`src/hw/rtl/sbm_pkg.sv`:
```
// sbm_pkg: word types, register indexes and fixed-point constants of the
// spectrum band meter. No dependencies; every module of the meter imports it.
package sbm_pkg;

  localparam int BAND_W     = 6;
  localparam int BIN_W      = 24;
  localparam int MAG_W      = 23;
  localparam int LVL_W      = 12;
  localparam int DB_W       = 8;
  localparam int HOLD_W     = 8;
  localparam int EXP_W      = 5;
  localparam int FRAC_W     = 5;
  localparam int LQ_W       = 13;
  localparam int ATT_W      = 16;
  localparam int PROD_W     = 24;
  localparam int SPAN_W     = 16;
  localparam int MUL_W      = 28;
  localparam int NUM_W      = 19;
  localparam int DEN_W      = 8;
  localparam int CFG_IDX_W  = 3;
  localparam int CFG_DATA_W = 12;

  // configuration register indexes
  localparam logic [CFG_IDX_W-1:0] CFG_MAX_LEVEL        = 3'd0;
  localparam logic [CFG_IDX_W-1:0] CFG_MIN_DB           = 3'd1;
  localparam logic [CFG_IDX_W-1:0] CFG_BAR_FALL_STEP    = 3'd2;
  localparam logic [CFG_IDX_W-1:0] CFG_PEAK_HOLD_FRAMES = 3'd3;
  localparam logic [CFG_IDX_W-1:0] CFG_PEAK_FALL_STEP   = 3'd4;

  localparam logic [LVL_W-1:0]         RST_MAX_LEVEL        = 12'd255;
  localparam logic signed [DB_W-1:0]   RST_MIN_DB           = -8'sd70;
  localparam logic [LVL_W-1:0]         RST_BAR_FALL_STEP    = 12'd40;
  localparam logic [HOLD_W-1:0]        RST_PEAK_HOLD_FRAMES = 8'd40;
  localparam logic [LVL_W-1:0]         RST_PEAK_FALL_STEP   = 12'd10;

  // log2 of full scale in Q8, 20*log10(2) in Q8, rounding half
  localparam logic [LQ_W-1:0]   LOG_TOP_Q8  = 13'd5888;
  localparam logic [PROD_W-1:0] DB_PER_OCT  = 24'd1541;
  localparam logic [PROD_W-1:0] ROUND_Q8    = 24'd128;

  // round(256*log2(1+i/32))
  localparam logic [7:0] LOG2_FRAC [32] = '{
    8'd0,   8'd11,  8'd22,  8'd33,  8'd44,  8'd54,  8'd63,  8'd73,
    8'd82,  8'd92,  8'd100, 8'd109, 8'd118, 8'd126, 8'd134, 8'd142,
    8'd150, 8'd157, 8'd165, 8'd172, 8'd179, 8'd186, 8'd193, 8'd200,
    8'd207, 8'd213, 8'd220, 8'd226, 8'd232, 8'd238, 8'd244, 8'd250
  };

  typedef struct packed {
    logic [BAND_W-1:0]       band_index;
    logic signed [BIN_W-1:0] bin_value;
    logic                    band_last;
  } in_word_t;

  typedef struct packed {
    logic [BAND_W-1:0] out_band;
    logic [LVL_W-1:0]  bar_level;
    logic [LVL_W-1:0]  peak_level;
  } out_word_t;

  typedef struct packed {
    logic [LVL_W-1:0]       max_level;
    logic signed [DB_W-1:0] min_db;
    logic [LVL_W-1:0]       bar_fall_step;
    logic [HOLD_W-1:0]      peak_hold_frames;
    logic [LVL_W-1:0]       peak_fall_step;
  } cfg_t;

  typedef struct packed {
    logic              vld;
    logic [BAND_W-1:0] band;
    logic [MAG_W-1:0]  mag;
  } mag_tok_t;

  typedef struct packed {
    logic              vld;
    logic [BAND_W-1:0] band;
    logic [NUM_W-1:0]  num;
    logic [DEN_W-1:0]  den;
  } div_tok_t;

  typedef struct packed {
    logic              vld;
    logic [BAND_W-1:0] band;
    logic [LVL_W-1:0]  level;
  } lvl_tok_t;

endpackage

```
`src/hw/rtl/sbm_level.sv`:
```
// sbm_level: band maximum to scaled level numerator, five stages (msb search,
// log2 lookup, dB multiply, clamp, full-scale multiply). Depends on sbm_pkg.
module sbm_level (
  input  logic              clk,
  input  logic              rst_n,
  input  logic              en,
  input  sbm_pkg::cfg_t     cfg,
  input  sbm_pkg::mag_tok_t in_tok,
  output sbm_pkg::div_tok_t out_tok
);
  import sbm_pkg::*;

  logic [EXP_W-1:0]  msb_pos;
  logic              a_vld_r;
  logic [BAND_W-1:0] a_band_r;
  logic [MAG_W-1:0]  a_mag_r;
  logic [EXP_W-1:0]  a_exp_r;
  logic              a_zero_r;

  logic [MAG_W-1:0]  norm;
  logic [FRAC_W-1:0] frac_idx;
  logic              b_vld_r;
  logic [BAND_W-1:0] b_band_r;
  logic              b_zero_r;
  logic [LQ_W-1:0]   b_lq8_r;

  logic [LQ_W-1:0]   att_base;
  logic [PROD_W-1:0] att_prod;
  logic              c_vld_r;
  logic [BAND_W-1:0] c_band_r;
  logic              c_zero_r;
  logic [ATT_W-1:0]  c_att_r;

  logic [DEN_W-1:0]  db_span;
  logic [SPAN_W-1:0] span;
  logic [ATT_W-1:0]  att_clamp;
  logic              d_vld_r;
  logic [BAND_W-1:0] d_band_r;
  logic [DEN_W-1:0]  d_den_r;
  logic [SPAN_W-1:0] d_diff_r;

  logic [MUL_W-1:0]  scaled;
  div_tok_t          e_tok_r;

  always_comb begin
    msb_pos = '0;
    for (int i = 0; i < MAG_W; i++) begin
      if (in_tok.mag[i]) begin
        msb_pos = EXP_W'(i);
      end
    end
  end

  assign norm     = a_mag_r << (EXP_W'(MAG_W - 1) - a_exp_r);
  assign frac_idx = norm[MAG_W-2 -: FRAC_W];

  assign att_base = LOG_TOP_Q8 - b_lq8_r;
  assign att_prod = PROD_W'(att_base) * DB_PER_OCT + ROUND_Q8;

  always_comb begin
    if (!cfg.min_db[DB_W-1]) begin
      db_span = DEN_W'(1);
    end else begin
      db_span = DEN_W'(~cfg.min_db) + DEN_W'(1);
    end
    span      = {db_span, 8'b0};
    att_clamp = (c_att_r > span) ? span : c_att_r;
  end

  assign scaled = MUL_W'(cfg.max_level) * MUL_W'(d_diff_r);

  always_ff @(posedge clk) begin
    if (!rst_n) begin
      a_vld_r     <= 1'b0;
      b_vld_r     <= 1'b0;
      c_vld_r     <= 1'b0;
      d_vld_r     <= 1'b0;
      e_tok_r.vld <= 1'b0;
    end else if (en) begin
      a_vld_r  <= in_tok.vld;
      a_band_r <= in_tok.band;
      a_mag_r  <= in_tok.mag;
      a_exp_r  <= msb_pos;
      a_zero_r <= (in_tok.mag == '0);

      b_vld_r  <= a_vld_r;
      b_band_r <= a_band_r;
      b_zero_r <= a_zero_r;
      b_lq8_r  <= {a_exp_r, 8'b0} + LQ_W'(LOG2_FRAC[frac_idx]);

      c_vld_r  <= b_vld_r;
      c_band_r <= b_band_r;
      c_zero_r <= b_zero_r;
      c_att_r  <= att_prod[PROD_W-1:8];

      d_vld_r  <= c_vld_r;
      d_band_r <= c_band_r;
      d_den_r  <= db_span;
      d_diff_r <= c_zero_r ? '0 : (span - att_clamp);

      e_tok_r.vld  <= d_vld_r;
      e_tok_r.band <= d_band_r;
      e_tok_r.num  <= scaled[NUM_W+7:8];
      e_tok_r.den  <= d_den_r;
    end
  end

  assign out_tok = e_tok_r;

endmodule

```
`src/hw/rtl/sbm_div.sv`:
```
// sbm_div: pipelined restoring divider, one quotient bit per stage, giving
// the band level from numerator and whole-dB span. Depends on sbm_pkg.
module sbm_div (
  input  logic              clk,
  input  logic              rst_n,
  input  logic              en,
  input  sbm_pkg::div_tok_t in_tok,
  output sbm_pkg::lvl_tok_t out_tok
);
  import sbm_pkg::*;

  typedef struct packed {
    logic              vld;
    logic [BAND_W-1:0] band;
    logic [NUM_W-1:0]  rem;
    logic [DEN_W-1:0]  den;
    logic [LVL_W-1:0]  quo;
  } div_st_t;

  div_st_t st_src [LVL_W];
  div_st_t st_r   [LVL_W];

  assign st_src[0] = '{vld: in_tok.vld, band: in_tok.band, rem: in_tok.num,
                       den: in_tok.den, quo: '0};

  for (genvar s = 0; s < LVL_W; s++) begin : g_stage
    localparam int QBIT = LVL_W - 1 - s;
    logic [NUM_W-1:0] sub_d;
    div_st_t          st_nxt;

    if (s > 0) begin : g_link
      assign st_src[s] = st_r[s-1];
    end

    assign sub_d = NUM_W'(st_src[s].den) << QBIT;

    always_comb begin
      st_nxt = st_src[s];
      if (st_src[s].rem >= sub_d) begin
        st_nxt.rem       = st_src[s].rem - sub_d;
        st_nxt.quo[QBIT] = 1'b1;
      end
    end

    always_ff @(posedge clk) begin
      if (!rst_n) begin
        st_r[s].vld <= 1'b0;
      end else if (en) begin
        st_r[s] <= st_nxt;
      end
    end
  end

  assign out_tok = '{vld: st_r[LVL_W-1].vld, band: st_r[LVL_W-1].band,
                     level: st_r[LVL_W-1].quo};

endmodule

```
`src/hw/rtl/sbm_mem.sv`:
```
// sbm_mem: per-band bar, peak and hold memory with read-modify-write stage,
// entry valid bits for reset and last-write forwarding. Depends on sbm_pkg.
module sbm_mem #(
  parameter int MAX_BANDS = 64
) (
  input  logic               clk,
  input  logic               rst_n,
  input  logic               en,
  input  sbm_pkg::cfg_t      cfg,
  input  sbm_pkg::lvl_tok_t  in_tok,
  output logic               res_vld,
  output sbm_pkg::out_word_t res_data
);
  import sbm_pkg::*;

  localparam int DEPTH = (MAX_BANDS < (1 << BAND_W)) ? MAX_BANDS : (1 << BAND_W);
  localparam int AW    = (DEPTH > 1) ? $clog2(DEPTH) : 1;

  typedef struct packed {
    logic [LVL_W-1:0]  bar;
    logic [LVL_W-1:0]  peak;
    logic [HOLD_W-1:0] hold;
  } meter_t;

  meter_t           mem [DEPTH];
  logic [DEPTH-1:0] ent_vld_r;
  lvl_tok_t         w_tok_r;
  meter_t           rd_data_r;
  logic             lw_vld_r;
  logic [AW-1:0]    lw_addr_r;
  meter_t           lw_data_r;

  logic [AW-1:0]    w_addr;
  logic [AW-1:0]    rd_addr;
  meter_t           cur;
  meter_t           upd;
  logic [LVL_W-1:0] bar_dec;
  logic [LVL_W-1:0] bar_up;
  logic             wr_en;

  assign w_addr  = w_tok_r.band[AW-1:0];
  // hold the address of the stalled word so its read data stays current
  assign rd_addr = en ? in_tok.band[AW-1:0] : w_addr;
  assign wr_en   = en && w_tok_r.vld;

  always_comb begin
    if (lw_vld_r && (lw_addr_r == w_addr)) begin
      cur = lw_data_r;
    end else if (ent_vld_r[w_addr]) begin
      cur = rd_data_r;
    end else begin
      cur = '0;
    end

    bar_dec = (cur.bar >= cfg.bar_fall_step) ? (cur.bar - cfg.bar_fall_step) : '0;
    bar_up  = (bar_dec < w_tok_r.level) ? w_tok_r.level : bar_dec;
    upd.bar = (bar_up > cfg.max_level) ? cfg.max_level : bar_up;

    if (cur.hold >= cfg.peak_hold_frames) begin
      upd.peak = (cur.peak >= cfg.peak_fall_step) ? (cur.peak - cfg.peak_fall_step) : '0;
      upd.hold = cur.hold;
    end else begin
      upd.peak = cur.peak;
      upd.hold = cur.hold + HOLD_W'(1);
    end
    if (upd.peak < w_tok_r.level) begin
      upd.peak = w_tok_r.level;
      upd.hold = '0;
    end
  end

  always_ff @(posedge clk) begin
    rd_data_r <= mem[rd_addr];
    if (wr_en) begin
      mem[w_addr] <= upd;
    end
  end

  always_ff @(posedge clk) begin
    if (!rst_n) begin
      ent_vld_r   <= '0;
      lw_vld_r    <= 1'b0;
      w_tok_r.vld <= 1'b0;
    end else begin
      if (en) begin
        w_tok_r <= in_tok;
      end
      if (wr_en) begin
        ent_vld_r[w_addr] <= 1'b1;
        lw_vld_r          <= 1'b1;
        lw_addr_r         <= w_addr;
        lw_data_r         <= upd;
      end
    end
  end

  assign res_vld  = w_tok_r.vld;
  assign res_data = '{out_band: w_tok_r.band, bar_level: upd.bar, peak_level: upd.peak};

endmodule

```
`src/hw/rtl/spectrum_band_meter_top.sv`:
```
// spectrum_band_meter_top: band maximum tracking, level pipeline, meter
// memory and output skid. Depends on sbm_pkg, sbm_level, sbm_div, sbm_mem.
//
//   port group  dir  handshake            word
//   in_         in   in_valid/in_ready    sbm_pkg::in_word_t
//   out_        out  out_valid/out_ready  sbm_pkg::out_word_t
//   cfg_        in   cfg_valid/cfg_ready  cfg_index, cfg_data
//
// One input word per cycle sustained while the skid is empty; out_valid rises once a
// last-of-band word with an in-range band is accepted and has passed the input register,
// five level stages, 12-stage divider, meter memory read-modify-write stage and output register.
// Reset (synchronous) clears the running maximum, all band entries through
// per-entry valid bits, and restores register defaults; no clearing pass.
// An output stall fills a one-word skid; in_ready drops only while it is full.
module spectrum_band_meter_top #(
  parameter int MAX_BANDS = 64
) (
  input  logic                                  clk,
  input  logic                                  rst_n,
  input  logic                                  in_valid,
  output logic                                  in_ready,
  input  sbm_pkg::in_word_t                     in_data,
  output logic                                  out_valid,
  input  logic                                  out_ready,
  output sbm_pkg::out_word_t                    out_data,
  input  logic                                  cfg_valid,
  output logic                                  cfg_ready,
  input  logic [sbm_pkg::CFG_IDX_W-1:0]         cfg_index,
  input  logic [sbm_pkg::CFG_DATA_W-1:0]        cfg_data
);
  import sbm_pkg::*;

  cfg_t             cfg_r;
  logic [MAG_W-1:0] running_max_r;
  logic [MAG_W-1:0] running_max_nxt;
  mag_tok_t         p0_r;
  logic             out_valid_r;
  out_word_t        out_data_r;
  logic             skid_vld_r;
  out_word_t        skid_data_r;

  logic             en;
  logic             in_acc;
  logic             in_range;
  logic [BIN_W-1:0] raw;
  logic [BIN_W-1:0] neg;
  logic [MAG_W-1:0] mag;
  logic [MAG_W-1:0] band_max;
  logic             take;
  logic             produce;

  div_tok_t         div_tok;
  lvl_tok_t         lvl_tok;
  logic             res_vld;
  out_word_t        res_data;

  assign en        = !skid_vld_r;
  assign in_ready  = en;
  assign in_acc    = in_valid && in_ready;
  assign cfg_ready = 1'b1;

  assign raw      = in_data.bin_value;
  assign neg      = ~raw + BIN_W'(1);
  // most negative bin saturates to full scale minus one
  assign mag      = raw[BIN_W-1] ? (neg[BIN_W-1] ? '1 : neg[MAG_W-1:0]) : raw[MAG_W-1:0];
  assign band_max = (running_max_r > mag) ? running_max_r : mag;
  assign in_range = (int'(in_data.band_index) < MAX_BANDS);

  always_comb begin
    running_max_nxt = running_max_r;
    if (in_acc) begin
      running_max_nxt = in_data.band_last ? '0 : band_max;
    end
  end

  always_ff @(posedge clk) begin
    if (!rst_n) begin
      cfg_r.max_level        <= RST_MAX_LEVEL;
      cfg_r.min_db           <= RST_MIN_DB;
      cfg_r.bar_fall_step    <= RST_BAR_FALL_STEP;
      cfg_r.peak_hold_frames <= RST_PEAK_HOLD_FRAMES;
      cfg_r.peak_fall_step   <= RST_PEAK_FALL_STEP;
    end else if (cfg_valid && cfg_ready) begin
      unique case (cfg_index)
        CFG_MAX_LEVEL:        cfg_r.max_level        <= cfg_data;
        CFG_MIN_DB:           cfg_r.min_db           <= cfg_data[DB_W-1:0];
        CFG_BAR_FALL_STEP:    cfg_r.bar_fall_step    <= cfg_data;
        CFG_PEAK_HOLD_FRAMES: cfg_r.peak_hold_frames <= cfg_data[HOLD_W-1:0];
        CFG_PEAK_FALL_STEP:   cfg_r.peak_fall_step   <= cfg_data;
        default: ;
      endcase
    end
  end

  always_ff @(posedge clk) begin
    if (!rst_n) begin
      running_max_r <= '0;
      p0_r.vld      <= 1'b0;
    end else begin
      running_max_r <= running_max_nxt;
      if (en) begin
        p0_r.vld  <= in_acc && in_data.band_last && in_range;
        p0_r.band <= in_data.band_index;
        p0_r.mag  <= band_max;
      end
    end
  end

  sbm_level u_level (
    .clk     (clk),
    .rst_n   (rst_n),
    .en      (en),
    .cfg     (cfg_r),
    .in_tok  (p0_r),
    .out_tok (div_tok)
  );

  sbm_div u_div (
    .clk     (clk),
    .rst_n   (rst_n),
    .en      (en),
    .in_tok  (div_tok),
    .out_tok (lvl_tok)
  );

  sbm_mem #(
    .MAX_BANDS (MAX_BANDS)
  ) u_mem (
    .clk      (clk),
    .rst_n    (rst_n),
    .en       (en),
    .cfg      (cfg_r),
    .in_tok   (lvl_tok),
    .res_vld  (res_vld),
    .res_data (res_data)
  );

  assign take    = out_valid_r && out_ready;
  assign produce = en && res_vld;

  always_ff @(posedge clk) begin
    if (!rst_n) begin
      out_valid_r <= 1'b0;
      skid_vld_r  <= 1'b0;
    end else if (skid_vld_r) begin
      if (take) begin
        out_data_r <= skid_data_r;
        skid_vld_r <= 1'b0;
      end
    end else if (produce) begin
      if (!out_valid_r || take) begin
        out_valid_r <= 1'b1;
        out_data_r  <= res_data;
      end else begin
        skid_vld_r  <= 1'b1;
        skid_data_r <= res_data;
      end
    end else if (take) begin
      out_valid_r <= 1'b0;
    end
  end

  assign out_valid = out_valid_r;
  assign out_data  = out_data_r;

  a_skid_behind_out: assert property (@(posedge clk) disable iff (!rst_n)
    skid_vld_r |-> out_valid_r)
    else $error("skid word held without an output word");

  a_skid_on_stall: assert property (@(posedge clk) disable iff (!rst_n)
    $rose(skid_vld_r) |-> $past(out_valid_r && !out_ready))
    else $error("skid filled while the output was free");

  a_max_cleared: assert property (@(posedge clk) disable iff (!rst_n)
    (in_acc && in_data.band_last) |=> (running_max_r == '0))
    else $error("running maximum not cleared after band end");

endmodule
```
`config.mk`:
```
export PLATFORM = sky130hd
export DESIGN_NAME = spectrum_band_meter_top
export DESIGN_NICKNAME = d
export VERILOG_FILES = /design/src/hw/rtl/sbm_pkg.sv /design/src/hw/rtl/sbm_level.sv /design/src/hw/rtl/sbm_div.sv /design/src/hw/rtl/sbm_mem.sv /design/src/hw/rtl/spectrum_band_meter_top.sv
export SDC_FILE = /design/constraint.sdc
export NUM_CORES = 2
export LEC_CHECK = 0
export BUFFER_PORTS_ARGS = -buffer_cell sky130_fd_sc_hd__buf_4
export CAP_MARGIN = 40
export CORE_MARGIN = 10
export CORE_UTILIZATION = 30
export DETAILED_ROUTE_END_ITERATION = 8
export GPL_ROUTABILITY_DRIVEN = 0
export GPL_TIMING_DRIVEN = 0
export HOLD_SLACK_MARGIN = 0.06
export PLACE_DENSITY_LB_ADDON = 0.25
export SLEW_MARGIN = 20
export SYNTH_ARGS = -nofsm -noshare
export SYNTH_HDL_FRONTEND = slang
export SYNTH_HIERARCHICAL = 1
export SYNTH_SLANG_ARGS = --single-unit
```
`constraint.sdc`:
```
create_clock -name clk -period 20.8 [get_ports clk]
set_input_delay 2.08 -clock clk [delete_from_list [all_inputs] [get_ports clk]]
set_output_delay 2.08 -clock clk [all_outputs]
set_load 0.05 [all_outputs]
```
==> reports/metrics.csv <==
stage,metric,value,unit
synthesis,yosysSeqAreaShare,0.673,
timing,hold_violations,0,
timing,drv_slew,0,
critical_path,cpMostUsedCell,buf_4,
final_layout,nets,9292,
pwr,p_leak,0.0516,µW
critical_path,crit_path_start,u_mem/w_addr[1]$_DFFE_PP_,
synthesis,synth_top_flop_cell,edfxtp_1,
timing,finClkSkew,92.4,ps
timing,max_clock_freq,80.3,MHz
critical_path,worstRegToRegCells,42,
timing,finalSetupViolCount,0,
final_layout,fill_cells,40900,
critical_path,path_class,reg2reg,
drt,drtPass1Iterations,8,
final_layout,post_route_cells_drive_above_1_share,0.201,
floorplanning,dieArea,460000,µm²
cts,cts_buffer_depth,4,
drt,avgViaCountPerCell,5.02,
final_layout,multi_input_area,39600,µm²
critical_path,crit_path_end,u_mem/mem[39][24]$_DFFE_PP_,
drt,dr.first_iter.drc_count,6509,
cts,htreeDepth,5,
cts,postCtsSetupBuffers,0,
grt,antenna_found_initial,22,
drt,wl,362000,µm
timing,worst_pin_slew,946,ps
pwr,power,18800,µW
critical_path,timing.rr.start,u_mem/w_addr[1]$_DFFE_PP_,
placed_design,portBuffers,82,
floorplanning,start_util,0.301,
synthesis,synthesis.nets,8585,
grt,grt_max_degree,65,
min_path,hp-class,reg2reg,
placed_design,dp_slack,8650,ps
pwr,ir_worst_vdd,0.000365,V
synthesis,yosysTopAreaCell,edfxtp_1,
cts,cts_tree,built,
grt,grtUsageTotal,0.153,
pwr,power_density,123,nW/µm²
cts,clock_sinks,2973,
critical_path,crit_path_top_delay_cell,edfxtp_1,
synthesis,yosysTopAreaCellShare,0.645,
synthesis,ys_seq_elements,2973,
synthesis,synth.area.top_cells,"edfxtp_1, mux4_2, ha_1",
cts,cts_resized,0,
timing,grt_setup_unrepaired,no,
grt,grt_pass1_wl,525000,µm
synthesis,yosysMostFrequentCell,edfxtp_1,
final_layout,final_util,0.355,
floorplanning,die_w,678,µm
critical_path,reg2reg_slack,8350,ps
critical_path,arrival,13070,ps
synthesis,synth_edf_count,2791,
synthesis,netlist_top_cells_count,"edfxtp_1, nand2_1, mux4_2, inv_1, ha_1",
cts,clkTransAtPathRegs,60,ps
synthesis,yosysWarnings,6,
critical_path,required,21410,ps
placed_design,dp_hpwl,265000,µm
floorplanning,num_rows,241,
synthesis,syn_area_per_cell,16.2,µm²
synthesis,syn_area,130000,µm²
timing,layout_setup_ws,8350,ps
critical_path,slowest_delay,750,ps
cts,cts_hold_buf,0,
grt,grt_pass1_vias,75500,
timing,max_slew_margin,0.366,
drt,via_count,73600,
critical_path,critPathCaptureType,flip-flop,
timing,period_needed,12450,ps
timing,timing.setup.tns,0,ps
grt,grt-ovfl-total,0,
floorplanning,io_pins,84,
critical_path,cp_max_fo,12,
drt,wl_per_cell,24.7,µm
synthesis,syn_inst,8011,
timing,finalCritPeriodShare,0.599,
job,cap_violations,0,
run_status,status,finished clean,
cts,clock_latency,910,ps
cts,cts_buffers,319,
final_layout,seq_area,87500,µm²
critical_path,crit_path_start_kind,flip-flop,
cts,root_buffer,clkbuf_16,
synthesis,ys_async_sr_fraction,0,
floorplanning,die_h,678,µm
critical_path,timing.rr.end,u_mem/mem[39][24]$_DFFE_PP_,
drt,drc_errors,0,
final_layout,syn2layout_area_growth,18.0,%
synthesis,synth.distinct_cells,114,
floorplanning,core,431000,µm²
drt,ant_nets,0,
==> report_power, final <==
group          internal [µW]  total (µW)  switching [µW]
registers               7180        7350             172
logic                   2530        5900            3370
clock network           3200        5530            2330
==> cell usage in the layout (no fill, tap or decap), types with 36 or more instances in the layout <==
master,n
a311oi_1,68
clkbuf_1,259
nor4_1,45
buf_4,220
a21oi_1,225
clkbuf_16,328
mux2i_1,55
nor2_1,174
mux4_2,522
o21a_1,108
a21o_1,41
edfxtp_1,2791
dfxtp_1,182
ha_1,365
a21boi_0,41
a31oi_1,93
nor2b_1,42
clkinv_1,60
fa_1,158
nand3_1,86
a211oi_1,181
nand4_1,39
a22o_1,36
and2_1,209
clkinv_2,48
nand2_1,725
nor2_4,69
inv_1,458
nand2b_1,43
mux2_2,94
xnor2_1,93
xor2_1,85
buf_2,127
buf_6,47
buf_16,68
nor3_1,74
buf_12,72
o21ai_0,149
==> cell type report <==
type	instances	share of cell area
flip-flops and latches	2973	0.571
plain buffers	384	0.0123
inverters	460	0.0113
repair buffers	386	0.0350
well taps	5710	0.0466
clock buffers	404	0.0560
diodes	8	0.000131
clock inverters	163	0.00955
multi-input cells	4194	0.258
==> per-layer routing <==
| metal | GRT usage | share of wire |
|---|---|---|
| met2 | 0.256 | 0.48 |
| met4 | 0.0598 | 0.044 |
| met1 | 0.196 | 0.41 |
| met3 | 0.0283 | 0.062 |
| met5 | 0 | 0.000044 |
==> worst max-delay path: cells and delay by family, from the launching register on <==
kind / cells / cell delay (ps)
compound gates: 17 / 4580
buf+inv: 12 / 3110
simple gates: 8 / 2030
fa+ha+maj: 4 / 1310
flops: 1 / 750
mux: 1 / 370
==> worst min-delay path by stage <==
stage	startpoint	end	cells after the start
global route	u_div/st_r[5][44]$_DFFE_PP_	u_div/st_r[6][44]$_DFFE_PP_	0
floorplan	u_level/out_tok[27]$_DFFE_PP_	u_div/st_r[0][39]$_DFFE_PP_	0
CTS	u_div/st_r[5][44]$_DFFE_PP_	u_div/st_r[6][44]$_DFFE_PP_	0
detailed placement	u_level/out_tok[27]$_DFFE_PP_	u_div/st_r[0][39]$_DFFE_PP_	0
global placement	u_div/st_r[5][7]$_DFFE_PP_	u_div/st_r[6][7]$_DFFE_PP_	0
finish	u_div/st_r[5][44]$_DFFE_PP_	u_div/st_r[6][44]$_DFFE_PP_	0
==> metrics by stage <==
| step | instances | area, µm² | hold WS (ps) |
|---|---|---|---|
| finish | 14700 | 153000 | 389 |
| global placement | 13800 | 138000 | 401 |
| CTS | 14700 | 153000 | 392 |
| global route | 14700 | 153000 | 395 |
| floorplan | 8011 | 130000 | 400 |
| detailed placement | 14100 | 143000 | 405 |
==> logic make-up after synthesis <==
group                      share of synthesized area
AOI/OAI and AO/OA                             0.0607
xor gates and xnor gates                      0.0122
adders and majority gates                     0.0595
buffers and inverters                         0.0277
DFF                                            0.673
muxes                                          0.105
other                                      0.0000289
and+or+nand+nor                               0.0616
==> flip-flops by register name, indices dropped and copies added, names as in the netlist, 16 cells and up <==
signal,cells
running_max_r,23
cfg_r,52
skid_data_r,30
out_data,30
u_mem/rd_data_r,32
u_level/out_tok,34
p0_r,30
u_div/st_r,459
u_level/d_diff_r,16
u_level/c_att_r,16
u_mem/mem,2048
u_level/a_mag_r,22
u_mem/ent_vld_r,64
u_mem/lw_data_r,32
Note: power is estimated with default switching activity, not from simulation.
